### src/rtl/eftd_pkg.sv
`default_nettype none
// ----------------------------------------------------------------------------
// eftd_pkg - shared types and constants of the edge-free tile detector
// Field widths, register indexes, reset values, geometry and queue entry types.
// ----------------------------------------------------------------------------
package eftd_pkg;

    // default limits for the top-level parameters
    localparam int DEF_MAX_WIDTH     = 2048;
    localparam int DEF_MAX_HEIGHT    = 2048;
    localparam int DEF_MAX_WINDOW    = 64;
    localparam int DEF_MAX_TILES     = 512;

    // field and register widths
    localparam int PIX_W   = 8;
    localparam int POS_W   = 11;
    localparam int WIN_W   = 7;
    localparam int HALF_W  = 6;
    localparam int TOP_W   = 11;
    localparam int TOP2_W  = 12;
    localparam int DIMR_W  = 12;
    localparam int DIM_W   = 14;
    localparam int XW      = 10;
    localparam int QW      = 9;
    localparam int CFG_DW  = 32;
    localparam int CFG_AW  = 4;

    // reciprocal table covers every half window a 7-bit register can give
    localparam int RECIP_N = 2 ** HALF_W;

    // border pixels left untouched on all four sides (top: after the top rows)
    localparam int BORDER  = 2;
    localparam int MIN_WIN = 4;

    // depth of the queue between the front and the back
    localparam int QDEPTH  = 4;

    typedef enum logic [1:0] {
        REG_WINDOW_SIZE  = 2'd0,
        REG_TOP_ROWS     = 2'd1,
        REG_IMAGE_WIDTH  = 2'd2,
        REG_IMAGE_HEIGHT = 2'd3
    } t_reg_idx;

    localparam logic [WIN_W-1:0]  RST_WINDOW_SIZE  = 7'd6;
    localparam logic [TOP_W-1:0]  RST_TOP_ROWS     = 11'd0;
    localparam logic [DIMR_W-1:0] RST_IMAGE_WIDTH  = 12'd480;
    localparam logic [DIMR_W-1:0] RST_IMAGE_HEIGHT = 12'd360;

    // effective geometry derived from the configuration registers
    typedef struct packed {
        logic [WIN_W-1:0]  w;
        logic [HALF_W-1:0] h;
        logic [TOP2_W-1:0] top2;
        logic [DIM_W-1:0]  wid;
        logic [DIM_W-1:0]  hgt;
    } t_geom;

    // one in-tile pixel handed from the front to the back
    typedef struct packed {
        logic [QW-1:0] tr;
        logic [QW-1:0] tc;
        logic          hit;
        logic          fresh;
        logic          last;
    } t_tile_op;

endpackage
`default_nettype wire

### src/rtl/eftd_front.sv
`default_nettype none
// ----------------------------------------------------------------------------
// eftd_front - raster position tracking and tile classification
// Tracks the pixel position, divides the offsets by the window by reciprocal
// and correction, and pushes every pixel inside a whole tile to the queue.
// ----------------------------------------------------------------------------
module eftd_front #(
    parameter int MAX_TILES_PER_ROW = eftd_pkg::DEF_MAX_TILES
) (
    input  wire logic                       i_clk,
    input  wire logic                       i_rst_n,
    input  wire eftd_pkg::t_geom            i_geom,
    input  wire logic                       i_valid,
    input  wire logic [eftd_pkg::PIX_W-1:0] i_pixel,
    input  wire logic                       i_frame_start,
    output logic                            o_stall,
    input  wire logic                       i_clr_busy,
    input  wire logic                       i_q_full,
    output logic                            o_q_push,
    output eftd_pkg::t_tile_op              o_q_data
);

    localparam int POS_W  = eftd_pkg::POS_W;
    localparam int DIM_W  = eftd_pkg::DIM_W;
    localparam int TOP2_W = eftd_pkg::TOP2_W;
    localparam int XW     = eftd_pkg::XW;
    localparam int QW     = eftd_pkg::QW;
    localparam int HALF_W = eftd_pkg::HALF_W;
    localparam int WIN_W  = eftd_pkg::WIN_W;

    // reciprocal table: floor(2^XW / h), exact quotient within one
    logic [XW-1:0] w_recip [eftd_pkg::RECIP_N];
    for (genvar Gi = 0; Gi < eftd_pkg::RECIP_N; Gi++) begin : g_recip
        if (Gi < 2) begin : g_zero
            assign w_recip[Gi] = '0;
        end else begin : g_val
            localparam int unsigned RecipVal = (1 << XW) / Gi;
            assign w_recip[Gi] = XW'(RecipVal);
        end
    end

    // position counters
    logic [POS_W-1:0] r_row, n_row;
    logic [POS_W-1:0] r_col, n_col;

    // stage registers
    logic             r_s1_valid, r_s2_valid, r_s3_valid;
    logic [POS_W-1:0] r_s1_rr, r_s1_cc, r_s2_rr, r_s2_cc, r_s3_rr, r_s3_cc;
    logic             r_s1_hit, r_s2_hit, r_s3_hit;
    logic [QW-1:0]    r_s2_q0_r, r_s2_q0_c;
    logic [QW-1:0]    r_s3_tr, r_s3_tc;
    logic [WIN_W-1:0] r_s3_ro, r_s3_co;

    logic             w_adv, w_acc, w_tile;
    logic [POS_W-1:0] w_row, w_col, w_rr, w_cc;
    logic             w_in_area;
    logic [DIM_W-1:0] w_col_inc, w_row_inc;
    logic [XW-1:0]    w_rcp;
    logic [2*XW-1:0]  w_prod_r, w_prod_c;
    logic [XW-1:0]    w_x_r, w_x_c, w_qh_r, w_qh_c, w_rem0_r, w_rem0_c, w_hx;
    logic [QW-1:0]    w_tr, w_tc;
    logic [HALF_W-1:0] w_rem_r, w_rem_c;
    logic [DIM_W-1:0] w_row_end, w_col_end;
    logic             w_row_ok, w_col_ok, w_tc_ok;
    logic [WIN_W-1:0] w_wm1;

    // stage 0: position of the incoming pixel and its area test
    always_comb begin
        w_row = i_frame_start ? '0 : r_row;
        w_col = i_frame_start ? '0 : r_col;
        w_in_area = (DIM_W'(w_row) < i_geom.hgt) && (DIM_W'(w_col) < i_geom.wid) &&
                    (TOP2_W'(w_row) >= i_geom.top2) &&
                    (w_col >= POS_W'(eftd_pkg::BORDER));
        w_rr = POS_W'(TOP2_W'(w_row) - i_geom.top2);
        w_cc = w_col - POS_W'(eftd_pkg::BORDER);
        w_col_inc = DIM_W'(w_col) + DIM_W'(1);
        w_row_inc = DIM_W'(w_row) + DIM_W'(1);
        if (w_col_inc >= i_geom.wid) begin
            n_col = '0;
            n_row = (w_row_inc >= i_geom.hgt) ? '0 : POS_W'(w_row_inc);
        end else begin
            n_col = POS_W'(w_col_inc);
            n_row = w_row;
        end
    end

    // stage 1: quotient estimate by reciprocal
    always_comb begin
        w_rcp    = w_recip[i_geom.h];
        w_prod_r = r_s1_rr[POS_W-1:1] * w_rcp;
        w_prod_c = r_s1_cc[POS_W-1:1] * w_rcp;
    end

    // stage 2: remainder and one correction step
    always_comb begin
        w_hx     = XW'(i_geom.h);
        w_x_r    = r_s2_rr[POS_W-1:1];
        w_x_c    = r_s2_cc[POS_W-1:1];
        w_qh_r   = XW'(XW'(r_s2_q0_r) * w_hx);
        w_qh_c   = XW'(XW'(r_s2_q0_c) * w_hx);
        w_rem0_r = w_x_r - w_qh_r;
        w_rem0_c = w_x_c - w_qh_c;
        if (w_rem0_r >= w_hx) begin
            w_tr    = r_s2_q0_r + QW'(1);
            w_rem_r = HALF_W'(w_rem0_r - w_hx);
        end else begin
            w_tr    = r_s2_q0_r;
            w_rem_r = HALF_W'(w_rem0_r);
        end
        if (w_rem0_c >= w_hx) begin
            w_tc    = r_s2_q0_c + QW'(1);
            w_rem_c = HALF_W'(w_rem0_c - w_hx);
        end else begin
            w_tc    = r_s2_q0_c;
            w_rem_c = HALF_W'(w_rem0_c);
        end
    end

    // stage 3: whole-tile test and tile corner flags
    always_comb begin
        w_row_end = DIM_W'(r_s3_rr) - DIM_W'(r_s3_ro) + DIM_W'(i_geom.w) +
                    DIM_W'(i_geom.top2) + DIM_W'(eftd_pkg::BORDER);
        w_col_end = DIM_W'(r_s3_cc) - DIM_W'(r_s3_co) + DIM_W'(i_geom.w) +
                    DIM_W'(2 * eftd_pkg::BORDER);
        w_row_ok  = w_row_end <= i_geom.hgt;
        w_col_ok  = w_col_end <= i_geom.wid;
        w_tc_ok   = 32'(r_s3_tc) < 32'(MAX_TILES_PER_ROW);
        w_tile    = r_s3_valid && w_row_ok && w_col_ok && w_tc_ok;
        w_wm1     = i_geom.w - WIN_W'(1);
        o_q_data.tr    = r_s3_tr;
        o_q_data.tc    = r_s3_tc;
        o_q_data.hit   = r_s3_hit;
        o_q_data.fresh = (r_s3_ro == '0) && (r_s3_co == '0);
        o_q_data.last  = (r_s3_ro == w_wm1) && (r_s3_co == w_wm1);
    end

    assign w_adv    = !(w_tile && i_q_full);
    assign o_stall  = i_clr_busy || !w_adv;
    assign w_acc    = i_valid && !o_stall;
    assign o_q_push = w_tile && w_adv;

    always_ff @(posedge i_clk) begin
        if (!i_rst_n) begin
            r_row      <= '0;
            r_col      <= '0;
            r_s1_valid <= 1'b0;
            r_s2_valid <= 1'b0;
            r_s3_valid <= 1'b0;
        end else begin
            if (w_acc) begin
                r_row <= n_row;
                r_col <= n_col;
            end
            if (w_adv) begin
                r_s1_valid <= w_acc && w_in_area;
                r_s2_valid <= r_s1_valid;
                r_s3_valid <= r_s2_valid;
            end
        end
    end

    always_ff @(posedge i_clk) begin
        if (w_adv) begin
            r_s1_rr   <= w_rr;
            r_s1_cc   <= w_cc;
            r_s1_hit  <= i_pixel != '0;
            r_s2_rr   <= r_s1_rr;
            r_s2_cc   <= r_s1_cc;
            r_s2_hit  <= r_s1_hit;
            r_s2_q0_r <= w_prod_r[XW+QW-1:XW];
            r_s2_q0_c <= w_prod_c[XW+QW-1:XW];
            r_s3_rr   <= r_s2_rr;
            r_s3_cc   <= r_s2_cc;
            r_s3_hit  <= r_s2_hit;
            r_s3_tr   <= w_tr;
            r_s3_tc   <= w_tc;
            r_s3_ro   <= {w_rem_r, r_s2_rr[0]};
            r_s3_co   <= {w_rem_c, r_s2_cc[0]};
        end
    end

endmodule
`default_nettype wire

### src/rtl/eftd_queue.sv
`default_nettype none
// ----------------------------------------------------------------------------
// eftd_queue - short queue of tile operations between front and back
// Register-based, one push and one pop per cycle.
// ----------------------------------------------------------------------------
module eftd_queue (
    input  wire logic               i_clk,
    input  wire logic               i_rst_n,
    input  wire logic               i_push,
    input  wire eftd_pkg::t_tile_op i_data,
    output logic                    o_full,
    input  wire logic               i_pop,
    output logic                    o_valid,
    output eftd_pkg::t_tile_op      o_data
);

    localparam int DEPTH = eftd_pkg::QDEPTH;
    localparam int PW    = $clog2(DEPTH);
    localparam int CW    = $clog2(DEPTH + 1);

    eftd_pkg::t_tile_op r_q [DEPTH];
    logic [PW-1:0] r_wr, r_rd;
    logic [CW-1:0] r_cnt;

    assign o_full  = r_cnt == CW'(DEPTH);
    assign o_valid = r_cnt != '0;
    assign o_data  = r_q[r_rd];

    always_ff @(posedge i_clk) begin
        if (!i_rst_n) begin
            r_wr  <= '0;
            r_rd  <= '0;
            r_cnt <= '0;
        end else begin
            if (i_push) begin
                r_wr <= (r_wr == PW'(DEPTH - 1)) ? '0 : r_wr + PW'(1);
            end
            if (i_pop) begin
                r_rd <= (r_rd == PW'(DEPTH - 1)) ? '0 : r_rd + PW'(1);
            end
            if (i_push && !i_pop) begin
                r_cnt <= r_cnt + CW'(1);
            end else if (!i_push && i_pop) begin
                r_cnt <= r_cnt - CW'(1);
            end
        end
    end

    always_ff @(posedge i_clk) begin
        if (i_push) begin
            r_q[r_wr] <= i_data;
        end
    end

endmodule
`default_nettype wire

### src/rtl/eftd_back.sv
`default_nettype none
// ----------------------------------------------------------------------------
// eftd_back - per-tile-column edge flags and verdict output
// Read-modify-write of the flag memory with forwarding, clearing pass after
// reset, and the output register toward the consumer.
// ----------------------------------------------------------------------------
module eftd_back #(
    parameter int MAX_TILES_PER_ROW = eftd_pkg::DEF_MAX_TILES
) (
    input  wire logic                    i_clk,
    input  wire logic                    i_rst_n,
    input  wire logic                    i_q_valid,
    input  wire eftd_pkg::t_tile_op      i_q_data,
    output logic                         o_q_pop,
    output logic                         o_clr_busy,
    output logic                         o_valid,
    input  wire logic                    i_stall,
    output logic [eftd_pkg::QW-1:0]      o_tile_row,
    output logic [eftd_pkg::QW-1:0]      o_tile_col,
    output logic                         o_edge_free
);

    localparam int DEPTH = MAX_TILES_PER_ROW;
    localparam int AW    = $clog2(DEPTH);

    logic               r_mem [DEPTH];
    logic               r_rdata;
    logic               r_clr_busy;
    logic [AW-1:0]      r_clr_addr;
    logic               r_b_valid;
    eftd_pkg::t_tile_op r_b_op;
    logic               r_b_fsel, r_b_fval;
    logic               r_out_valid;

    logic          w_out_ready, w_b_fire, w_load, w_old, w_flag;
    logic [AW-1:0] w_q_addr, w_b_addr;

    assign w_out_ready = !r_out_valid || !i_stall;
    assign w_b_fire    = r_b_valid && (!r_b_op.last || w_out_ready);
    assign w_load      = i_q_valid && (!r_b_valid || w_b_fire) && !r_clr_busy;
    assign w_q_addr    = AW'(i_q_data.tc);
    assign w_b_addr    = AW'(r_b_op.tc);
    assign w_old       = r_b_fsel ? r_b_fval : r_rdata;
    assign w_flag      = r_b_op.fresh ? r_b_op.hit : (w_old | r_b_op.hit);
    assign o_q_pop     = w_load;
    assign o_clr_busy  = r_clr_busy;
    assign o_valid     = r_out_valid;

    always_ff @(posedge i_clk) begin
        if (!i_rst_n) begin
            r_clr_busy  <= 1'b1;
            r_clr_addr  <= '0;
            r_b_valid   <= 1'b0;
            r_out_valid <= 1'b0;
        end else begin
            if (r_clr_busy) begin
                if (r_clr_addr == AW'(DEPTH - 1)) begin
                    r_clr_busy <= 1'b0;
                end
                r_clr_addr <= r_clr_addr + AW'(1);
            end
            if (w_load) begin
                r_b_valid <= 1'b1;
            end else if (w_b_fire) begin
                r_b_valid <= 1'b0;
            end
            if (w_b_fire && r_b_op.last) begin
                r_out_valid <= 1'b1;
            end else if (!i_stall) begin
                r_out_valid <= 1'b0;
            end
        end
    end

    // flag memory: one write port, one registered read port
    always_ff @(posedge i_clk) begin
        if (r_clr_busy) begin
            r_mem[r_clr_addr] <= 1'b0;
        end else if (w_b_fire) begin
            r_mem[w_b_addr] <= w_flag;
        end
        if (w_load) begin
            r_rdata <= r_mem[w_q_addr];
        end
    end

    always_ff @(posedge i_clk) begin
        if (w_load) begin
            r_b_op   <= i_q_data;
            r_b_fsel <= w_b_fire && (w_b_addr == w_q_addr);
            r_b_fval <= w_flag;
        end
        if (w_b_fire && r_b_op.last) begin
            o_tile_row  <= r_b_op.tr;
            o_tile_col  <= r_b_op.tc;
            o_edge_free <= !w_flag;
        end
    end

endmodule
`default_nettype wire

### src/rtl/edge_free_tile_detector_core.sv
`default_nettype none
// ----------------------------------------------------------------------------
// edge_free_tile_detector_core - edge-free tile verdicts over a binary image
// Takes an edge image in raster order and reports, per whole tile, whether
// the tile held no edge pixel.
// ----------------------------------------------------------------------------
// Usage:
//   Input channel (i_valid / o_stall): one pixel per transfer, raster order,
//   i_frame_start on the first pixel of a frame. Up to one transfer a cycle.
//   Output channel (o_valid / i_stall): one verdict per finished tile, with
//   its tile row and tile column, issued on the tile's last pixel.
//   Configuration: APB-style port, registers at byte addresses 0, 4, 8, 12
//   (window_size, top_rows, image_width, image_height); write only while
//   no pixel is in flight. Reads return the raw register values.
//   Path: the tile's last pixel passes front stages 1 to 3, the queue, the
//   back stage and the output register. Throughput: one pixel per cycle
//   while o_stall is low, held by the forwarded flag read-modify-write.
//   Reset: position counters return to row 0, column 0; the flag memory is
//   then cleared one entry a cycle, all MAX_TILES_PER_ROW entries (512 by
//   default), with o_stall held high; config writes are taken throughout.
//   Receiver stall: the output register holds its verdict, the back stage
//   and the four-entry queue fill, then o_stall rises until room returns.
// ----------------------------------------------------------------------------
module edge_free_tile_detector_core #(
    parameter int MAX_WIDTH         = eftd_pkg::DEF_MAX_WIDTH,
    parameter int MAX_HEIGHT        = eftd_pkg::DEF_MAX_HEIGHT,
    parameter int MAX_WINDOW        = eftd_pkg::DEF_MAX_WINDOW,
    parameter int MAX_TILES_PER_ROW = eftd_pkg::DEF_MAX_TILES
) (
    input  wire logic                        i_clk,
    input  wire logic                        i_rst_n,
    // pixel input
    input  wire logic                        i_valid,
    output logic                             o_stall,
    input  wire logic [eftd_pkg::PIX_W-1:0]  i_pixel,
    input  wire logic                        i_frame_start,
    // verdict output
    output logic                             o_valid,
    input  wire logic                        i_stall,
    output logic [eftd_pkg::QW-1:0]          o_tile_row,
    output logic [eftd_pkg::QW-1:0]          o_tile_col,
    output logic                             o_edge_free,
    // configuration port
    input  wire logic                        psel,
    input  wire logic                        penable,
    input  wire logic                        pwrite,
    input  wire logic [eftd_pkg::CFG_AW-1:0] paddr,
    input  wire logic [eftd_pkg::CFG_DW-1:0] pwdata,
    output logic [eftd_pkg::CFG_DW-1:0]      prdata,
    output logic                             pready
);

    localparam int WIN_W  = eftd_pkg::WIN_W;
    localparam int TOP_W  = eftd_pkg::TOP_W;
    localparam int TOP2_W = eftd_pkg::TOP2_W;
    localparam int DIMR_W = eftd_pkg::DIMR_W;
    localparam int DIM_W  = eftd_pkg::DIM_W;
    localparam int CFG_DW = eftd_pkg::CFG_DW;

    // largest even window the register can reach under MAX_WINDOW
    localparam int              WIN_LIM = (MAX_WINDOW > 126) ? 126 : MAX_WINDOW;
    localparam logic [WIN_W-1:0] WIN_CAP = WIN_W'(WIN_LIM & ~1);
    localparam logic [DIM_W-1:0] WID_CAP = DIM_W'(MAX_WIDTH);
    localparam logic [DIM_W-1:0] HGT_CAP = DIM_W'(MAX_HEIGHT);

    logic [WIN_W-1:0]  r_window_size;
    logic [TOP_W-1:0]  r_top_rows;
    logic [DIMR_W-1:0] r_image_width;
    logic [DIMR_W-1:0] r_image_height;

    logic              w_cfg_wr;
    logic [WIN_W-1:0]  w_win;
    eftd_pkg::t_geom   w_geom;

    logic               w_clr_busy, w_q_full, w_q_push, w_q_pop, w_q_valid;
    eftd_pkg::t_tile_op w_q_in, w_q_out;

    // --- configuration registers -------------------------------------------
    assign pready   = 1'b1;
    assign w_cfg_wr = psel && penable && pwrite && pready;

    always_ff @(posedge i_clk) begin
        if (!i_rst_n) begin
            r_window_size  <= eftd_pkg::RST_WINDOW_SIZE;
            r_top_rows     <= eftd_pkg::RST_TOP_ROWS;
            r_image_width  <= eftd_pkg::RST_IMAGE_WIDTH;
            r_image_height <= eftd_pkg::RST_IMAGE_HEIGHT;
        end else if (w_cfg_wr) begin
            case (eftd_pkg::t_reg_idx'(paddr[3:2]))
                eftd_pkg::REG_WINDOW_SIZE:  r_window_size  <= pwdata[WIN_W-1:0];
                eftd_pkg::REG_TOP_ROWS:     r_top_rows     <= pwdata[TOP_W-1:0];
                eftd_pkg::REG_IMAGE_WIDTH:  r_image_width  <= pwdata[DIMR_W-1:0];
                eftd_pkg::REG_IMAGE_HEIGHT: r_image_height <= pwdata[DIMR_W-1:0];
                default: ;
            endcase
        end
    end

    always_comb begin
        case (eftd_pkg::t_reg_idx'(paddr[3:2]))
            eftd_pkg::REG_WINDOW_SIZE:  prdata = CFG_DW'(r_window_size);
            eftd_pkg::REG_TOP_ROWS:     prdata = CFG_DW'(r_top_rows);
            eftd_pkg::REG_IMAGE_WIDTH:  prdata = CFG_DW'(r_image_width);
            eftd_pkg::REG_IMAGE_HEIGHT: prdata = CFG_DW'(r_image_height);
            default:                    prdata = '0;
        endcase
    end

    // --- effective geometry ------------------------------------------------
    // Drop the odd bit of the window, raise it to the minimum, cap it;
    // clamp the image size to 1..MAX.
    always_comb begin
        w_win = {r_window_size[WIN_W-1:1], 1'b0};
        if (w_win < WIN_W'(eftd_pkg::MIN_WIN)) begin
            w_win = WIN_W'(eftd_pkg::MIN_WIN);
        end
        if (w_win > WIN_CAP) begin
            w_win = WIN_CAP;
        end
        w_geom.w    = w_win;
        w_geom.h    = w_win[WIN_W-1:1];
        w_geom.top2 = TOP2_W'(r_top_rows) + TOP2_W'(eftd_pkg::BORDER);
        if (r_image_width == '0) begin
            w_geom.wid = DIM_W'(1);
        end else if (DIM_W'(r_image_width) > WID_CAP) begin
            w_geom.wid = WID_CAP;
        end else begin
            w_geom.wid = DIM_W'(r_image_width);
        end
        if (r_image_height == '0) begin
            w_geom.hgt = DIM_W'(1);
        end else if (DIM_W'(r_image_height) > HGT_CAP) begin
            w_geom.hgt = HGT_CAP;
        end else begin
            w_geom.hgt = DIM_W'(r_image_height);
        end
    end

    // --- front: positions, tile division, whole-tile test ------------------
    eftd_front #(
        .MAX_TILES_PER_ROW (MAX_TILES_PER_ROW)
    ) u_front (
        .i_clk         (i_clk),
        .i_rst_n       (i_rst_n),
        .i_geom        (w_geom),
        .i_valid       (i_valid),
        .i_pixel       (i_pixel),
        .i_frame_start (i_frame_start),
        .o_stall       (o_stall),
        .i_clr_busy    (w_clr_busy),
        .i_q_full      (w_q_full),
        .o_q_push      (w_q_push),
        .o_q_data      (w_q_in)
    );

    // --- queue: lets the front run on while the back holds a verdict -------
    eftd_queue u_queue (
        .i_clk   (i_clk),
        .i_rst_n (i_rst_n),
        .i_push  (w_q_push),
        .i_data  (w_q_in),
        .o_full  (w_q_full),
        .i_pop   (w_q_pop),
        .o_valid (w_q_valid),
        .o_data  (w_q_out)
    );

    // --- back: flag memory update and verdict register ---------------------
    eftd_back #(
        .MAX_TILES_PER_ROW (MAX_TILES_PER_ROW)
    ) u_back (
        .i_clk       (i_clk),
        .i_rst_n     (i_rst_n),
        .i_q_valid   (w_q_valid),
        .i_q_data    (w_q_out),
        .o_q_pop     (w_q_pop),
        .o_clr_busy  (w_clr_busy),
        .o_valid     (o_valid),
        .i_stall     (i_stall),
        .o_tile_row  (o_tile_row),
        .o_tile_col  (o_tile_col),
        .o_edge_free (o_edge_free)
    );

endmodule
`default_nettype wire
### config.mk
export PLATFORM = sky130hd
export DESIGN_NAME = edge_free_tile_detector_core
export DESIGN_NICKNAME = d
export VERILOG_FILES = /design/src/rtl/eftd_pkg.sv /design/src/rtl/eftd_front.sv /design/src/rtl/eftd_queue.sv /design/src/rtl/eftd_back.sv /design/src/rtl/edge_free_tile_detector_core.sv
export SDC_FILE = /design/constraint.sdc
export NUM_CORES = 2
export LEC_CHECK = 0
export ABC_CLOCK_PERIOD_IN_PS = 42700
export BUFFER_PORTS_ARGS = -buffer_cell sky130_fd_sc_hd__buf_2
export CAP_MARGIN = 0
export CORE_MARGIN = 10
export CORE_UTILIZATION = 49
export CTS_BUF_LIST = sky130_fd_sc_hd__clkbuf_8
export CTS_CLUSTER_DIAMETER = 120
export DETAILED_ROUTE_END_ITERATION = 12
export GPL_TIMING_DRIVEN = 0
export PLACE_DENSITY = 0.66
export REMOVE_ABC_BUFFERS = 1
export SLEW_MARGIN = 0
export SYNTH_ARGS = -nofsm -noshare
export SYNTH_HDL_FRONTEND = slang
export SYNTH_SLANG_ARGS = --single-unit
### constraint.sdc
create_clock -name i_clk -period 42.7 [get_ports i_clk]
set_input_delay 8.54 -clock i_clk [delete_from_list [all_inputs] [get_ports i_clk]]
set_output_delay 8.54 -clock i_clk [all_outputs]
set_load 0.005 [all_outputs]
== After elaboration in Yosys (flattened, before gate mapping) ==
Memory sizes are Yosys's and may differ from the RTL's. A register that Yosys moved wholly into a read port is not among the register bits.
Index checks and enable logic that the tools add are counted.
Storage, ports and cells
  output and inout bits: 54
  flip-flop bits (word level): 247
  word-level logic and storage cells: 190
  memories kept: 3
  bits of input ports: 52
  memory bits (writable): 596
  bits in read-only memories: 640
Memory list
  (no name shown): words 64, width 10, rd ports 1, clocked after memory_dff 0, write ports 0, RTL line eftd_front.sv:89  | w_rcp = w_recip[i_geom.h];
  u_back.r_mem: words 512, width 1, rd ports 1, clocked after memory_dff 1, write ports 1, RTL line eftd_back.sv:26  | logic r_mem [DEPTH];
  u_queue.r_q: words 4, width 21, rd ports 1, clocked after memory_dff 1, write ports 1, RTL line eftd_queue.sv:21  | eftd_pkg::t_tile_op r_q [DEPTH];
Cells by class
  bitwise operators: 2
  reduce and logical (&&, ||, !) cells: 48
  $mul: 4
  eq/ne operators: 11
  mux-type cells: 42
  add/subtract/negate cells: 24
  magnitude comparators: 15
Operators with widths (number)
  $pmux 32 s4: 1
  $mux 11: 5
  $mux 12: 4
  $mul 10x10->19: 2
  $add 14x7->14: 2
  $ge 14x12->1: 2
  $le 14x12->1: 2
  $add 9x1->9 const B: 3
  $mux 9: 3
  $add 11x1->12 const B: 2
  $gt 12x12->1 const B: 2
  $logic_not 12->1: 2
  $lt 11x12->1: 2
  $sub 11x7->12: 2
  $ge 10x6->1: 2
  $logic_and 1x1->1: 20
  $mul 9x6->10: 2
  $mux 10: 2
  $sub 10x10->10: 2
  $mux 1: 17
  $add 14x12->14: 1
  $add 14x2->14 const B: 1
  $add 14x3->14 const B: 1
  $eq 7x7->1: 2
  other kinds (34): 62

== Depth between registers and ports, before layout ==
  depth in word-level cells: 17
  mapped depth: 36

== Modules after synthesis ==
A second synthesis with hierarchy kept.
Unflattened totals
  cell total of the unflattened synthesis: 4402
  area total of the unflattened synthesis: 50707.4 µm²
Modules (own cells, without submodules)
  eftd_back: cells an instance 1761, times used 1, seq. area each 16906.2 µm², area an instance 24657.4 µm²
  eftd_front: cells an instance 2192, times used 1, seq. area each 4013.8 µm², area an instance 19939.1 µm²
  eftd_queue: cells an instance 153, times used 1, seq. area each 2702.6 µm², area an instance 3490.8 µm²
  edge_free_tile_detector_core: cells an instance 296, times used 1, seq. area each 840.8 µm², area an instance 2620.0 µm²

== Least setup slack after synthesis ==
No wires, ideal clock.
  path type: input port to flip-flop
  start point: in i_stall
  end point: mem u_back.r_mem[0] (data pin)
  stages on the path: 4
  path slack: 19.300 ns
  required time: 40.105 ns
  path buffers: 1
  library setup time: 2.595 ns
  arrival time: 20.806 ns
  path through: nand3_1 nand3_1 clkbuf_1 nor2_1
On the way
  cells in the longest elaborated chain, start to end: 9
Ends and longest elaborated chain
  from (decl): RTL line edge_free_tile_detector_core.sv:39  | input wire logic i_stall,
  $logic_not 1->1: RTL line eftd_back.sv:38  | assign w_out_ready = !r_out_valid || !i_stall;
  $logic_or 1x1->1: RTL line eftd_back.sv:38
  $logic_or 1x1->1: RTL line eftd_back.sv:39  | assign w_b_fire = r_b_valid && (!r_b_op.last || w_out_ready);
  $logic_and 1x1->1: RTL line eftd_back.sv:39
  $mux 1: RTL line eftd_back.sv:79  | end else if (w_b_fire) begin
  $mux 1: RTL line eftd_back.sv:77  | if (r_clr_busy) begin
  $mux 1 (implied by the code): RTL line eftd_back.sv:80  | r_mem[w_b_addr] <= w_flag;
  $reduce_or 1->1 (no source line)
  $mux 1 (no source line)
  to (decl): RTL line eftd_back.sv:26
Every way passes these cells.

== Worst setup path after layout ==
  start point: in paddr[2] (netlist bit)
  end point: out prdata[8] (netlist bit)
On the way
  cells in the longest elaborated chain, start to end: 2
Ends and longest elaborated chain
  from (decl): RTL line edge_free_tile_detector_core.sv:47  | input wire logic [eftd_pkg::CFG_AW-1:0] paddr,
  $eq 2x2->1 (tied with other cells): RTL line edge_free_tile_detector_core.sv:100  | case (eftd_pkg::t_reg_idx'(paddr[3:2]))
  $pmux 32 s4 *: RTL line edge_free_tile_detector_core.sv:100
  to (decl): RTL line edge_free_tile_detector_core.sv:49  | output logic [eftd_pkg::CFG_DW-1:0] prdata,
Mark *: on every way between the ends. The rest lies on a longest branch, timed or not. The select of a mux whose other input is x is not followed.

==> impl_metrics.csv <==
group,metric,value,unit
worst_setup_path,cp-end-kind,"output port",
cts,root_buffer,"clkbuf_8",
yosys,synth_commonest_cells,"edfxtp_1, nor2_1, nand2_1",
timing,skew,0.0531,ns
power,p_leak,21.7,nW
cts,clock_latency,0.83,ns
yosys,synth.yosys.warnings,0,
cts,numCtsBuffers,144,
timing,tns,0,ns
floorplan,fp.dieH,341,um
yosys,synth_enable_flop_cells,756,
worst_setup_path,reg2reg_depth,29,
worst_setup_path,ff2ff_setup_slack,32.25,ns
grt,grt_pass1_vias,34477,
cts,cts_tree,"done",
power,p_total,3.08,mW
timing,timing.final.crit_share,42.7,%
floorplan,start_util,49.5,%
grt,grt_max_degree,69,
place,placedInstanceArea,0.0525,mm^2
timing,tightest_slew,1.41,ns
cells_and_area,final_area,0.0552,mm^2
worst_setup_path,start_kind,"primary input",
detailed_routing,totalWireLength,124000,um
worst_setup_path,crit_end,"prdata[8]",
yosys,netlist_area,0.0505,mm^2
yosys,ys_top_cells_by_area,"edfxtp_1, ha_1, fa_1, mux2i_1, nor2_1",
yosys,syn_area_per_cell,11.1,um^2
detailed_routing,vias,34201,
yosys,yosysMostFrequentCell,"edfxtp_1",
cts,clock_sinks,844,
place,routabilityCongestion,0.894,
yosys,yosysTopAreaCell,"edfxtp_1",
cells_and_area,final_core_util,54.1,%
place,io_buffers,62,
detailed_routing,wl_per_cell,20.5,um
worst_setup_path,cp-startpoint,"paddr[2]",
yosys,synth-seq-cells,844,
outcome,status,"completed",
cts,ctsHoldBuffers,0,
worst_setup_path,reg2reg_from,"r_window_size[3]",
cells_and_area,nNetsFinal,5083,
timing,finalCriticalPeriod,18.25,ns
yosys,synthFlopType,"edfxtp_1",
cells_and_area,drive_gt1_share,8.95,%
floorplan,fp.dieW,341,um
yosys,synthCells,4542,
worst_setup_path,path_class,"primary input to output port",
timing,hold_ws,0.411,ns
power,powerDensity,55.8,mW/mm^2
timing,setup_viol,0,
floorplan,rows,117,
detailed_routing,drtIter0Drc,2603,
floorplan,core_area,0.102,mm^2
grt,grt_util_all_layers,21.0,%
power,ir_worst_vdd,0.0520,mV
cells_and_area,regArea,0.0245,mm^2
place,place_hpwl,83200,um
detailed_routing,via_per_inst,5.67,
grt,antenna_found_initial,4,
detailed_routing,drtPass1Iterations,7,
worst_setup_path,worst_ep_arrival_time,9.71,ns
timing,fmax,54.8,MHz
grt,grtUsageMet1,26.6,%
grt,globalRouteMet2Util,36.0,%
detailed_routing,drc_errors,0,
yosys,synthArstFlopShare,0,%
floorplan,ioPinCount,106,
timing,rsz0062_at_grt,"false",
worst_setup_path,path_max_fanout,18,
cts,cts_resized,0,
grt,grt_overflow_total,0,
timing,slew_violations,0,
timing,relSlewSlack,5.90,%
grt,met3_usage,3.57,%
cts,cts.htree.levels,4,
detailed_routing,antenna_left,0,
cts,cts_setup_buffers,0,
worst_setup_path,reg2reg_to,"u_front.r_s2_q0_c[8]",
worst_hold_path,hold_class,"flip-flop to flip-flop",
cells_and_area,multi_input_area,0.0237,mm^2
cts,clock_path_buffers,3,
timing,hold_viol,0,
run,drv_cap,0,
grt,grt_pass1_wl,193000,um
cts,clk_pin_slew,0.06,ns
floorplan,dieArea,0.116,mm^2
worst_setup_path,worstPathRequired,34.16,ns
cells_and_area,n_fill_cell,8908,
grt,busiest_layer,"met2",
yosys,post_synth_num_cell_types,80,
yosys,yosysSeqAreaShare,48.4,%
cells_and_area,area_growth,9.28,%
yosys,synth_top_area_share,44.9,%
[layer usage]
metal  vias to the layer above  wire length [um]
met5                         -                13
met1                     17086             51300
met2                      1014             61400
met3                       224              7450
met4                         2              3470
li1                      15875                 -
[critical path, stage by stage]
cell and delay, ns:
buf_2 0.37, nor2b_1 0.43, a22o_1 0.24, buf_2 0.12
[where the power goes]
| part | switching (mW) | total [mW] | internal (mW) |
|---|---|---|---|
| logic | 0.731 | 1.36 | 0.627 |
| registers | 0.0431 | 1.03 | 0.986 |
| clock network | 0.342 | 0.695 | 0.353 |
| total | 1.12 | 3.08 | 1.97 |
[how the worst min path moves through the flow]
stage                                 to              start  cells after the start
floorplan           u_back.o_tile_row[0]  u_back.r_b_op[12]                      0
global placement    u_back.o_tile_row[6]  u_back.r_b_op[18]                      0
detailed placement  u_back.o_tile_row[1]  u_back.r_b_op[13]                      0
CTS                     u_front.r_s2_hit   u_front.r_s1_hit                      0
global route            u_front.r_s2_hit   u_front.r_s1_hit                      0
finish                  u_front.r_s2_hit   u_front.r_s1_hit                      0
[cells in the final DEF (no fill, tap or decap), drive strengths merged, types with 75 or more instances in the layout]
cell type / synthesis / layout
inv: 327 / 389
and2: 160 / 160
dfxtp: 88 / 88
clkbuf: 166 / 149
nand3: 82 / 82
mux2i: 252 / 252
buf: 109 / 116
fa: 181 / 181
a21oi: 127 / 127
a211oi: 75 / 75
nand2: 395 / 395
nor2b: 85 / 85
ha: 302 / 302
nor2: 624 / 624
edfxtp: 756 / 756
xnor2: 116 / 116
o21ai: 81 / 81
[area by class of cell]
type | instances | area share (%)
Inverter | 328 | 2.23
Timing Repair Buffer | 116 | 2.49
Antenna cell | 2 | 0.00906
Tap cell | 1368 | 3.10
Multi-Input combinational cell | 3114 | 43.0
Clock inverter | 109 | 1.19
Sequential cell | 844 | 44.3
Clock buffer | 149 | 3.71
[cell families (layout without fill, tap and decap cells)]
group / count (synthesis) / in the layout / synth area share, %
compound gates: 561 / 561 / 7.66
fa+ha+maj: 483 / 483 / 14.6
xor+xnor: 166 / 166 / 2.93
mux: 320 / 320 / 7.14
flops: 844 / 844 / 48.4
other cells: 2 / 23 / 0.0149
buf+inv: 603 / 702 / 5.10
simple gates: 1563 / 1563 / 14.1
[state kept, by name, summed over array words and instances, names as in the netlist, 10 cells and up, named ones only]
signal / flops
u_front.r_s3_cc: 10
u_front.r_col: 11
u_back.r_mem: 512
u_front.r_s1_cc: 11
r_image_height: 12
u_queue.r_q: 84
u_front.r_s3_rr: 10
r_top_rows: 11
u_front.r_s2_rr: 11
u_front.r_row: 11
u_front.r_s1_rr: 11
r_image_width: 12
u_back.r_b_op: 12
u_front.r_s2_cc: 11
[stage by stage]
stage | worst slack [ns] | std cells
2_1_floorplan | 19.08 | 4286
3_3_place_gp | 10.23 | 5716
3_5_place_dp | 24.47 | 5770
4_1_cts | 24.45 | 6028
5_1_grt | 24.06 | 6030
6_report | 24.45 | 6030
Power figures use the tool's default switching activity.
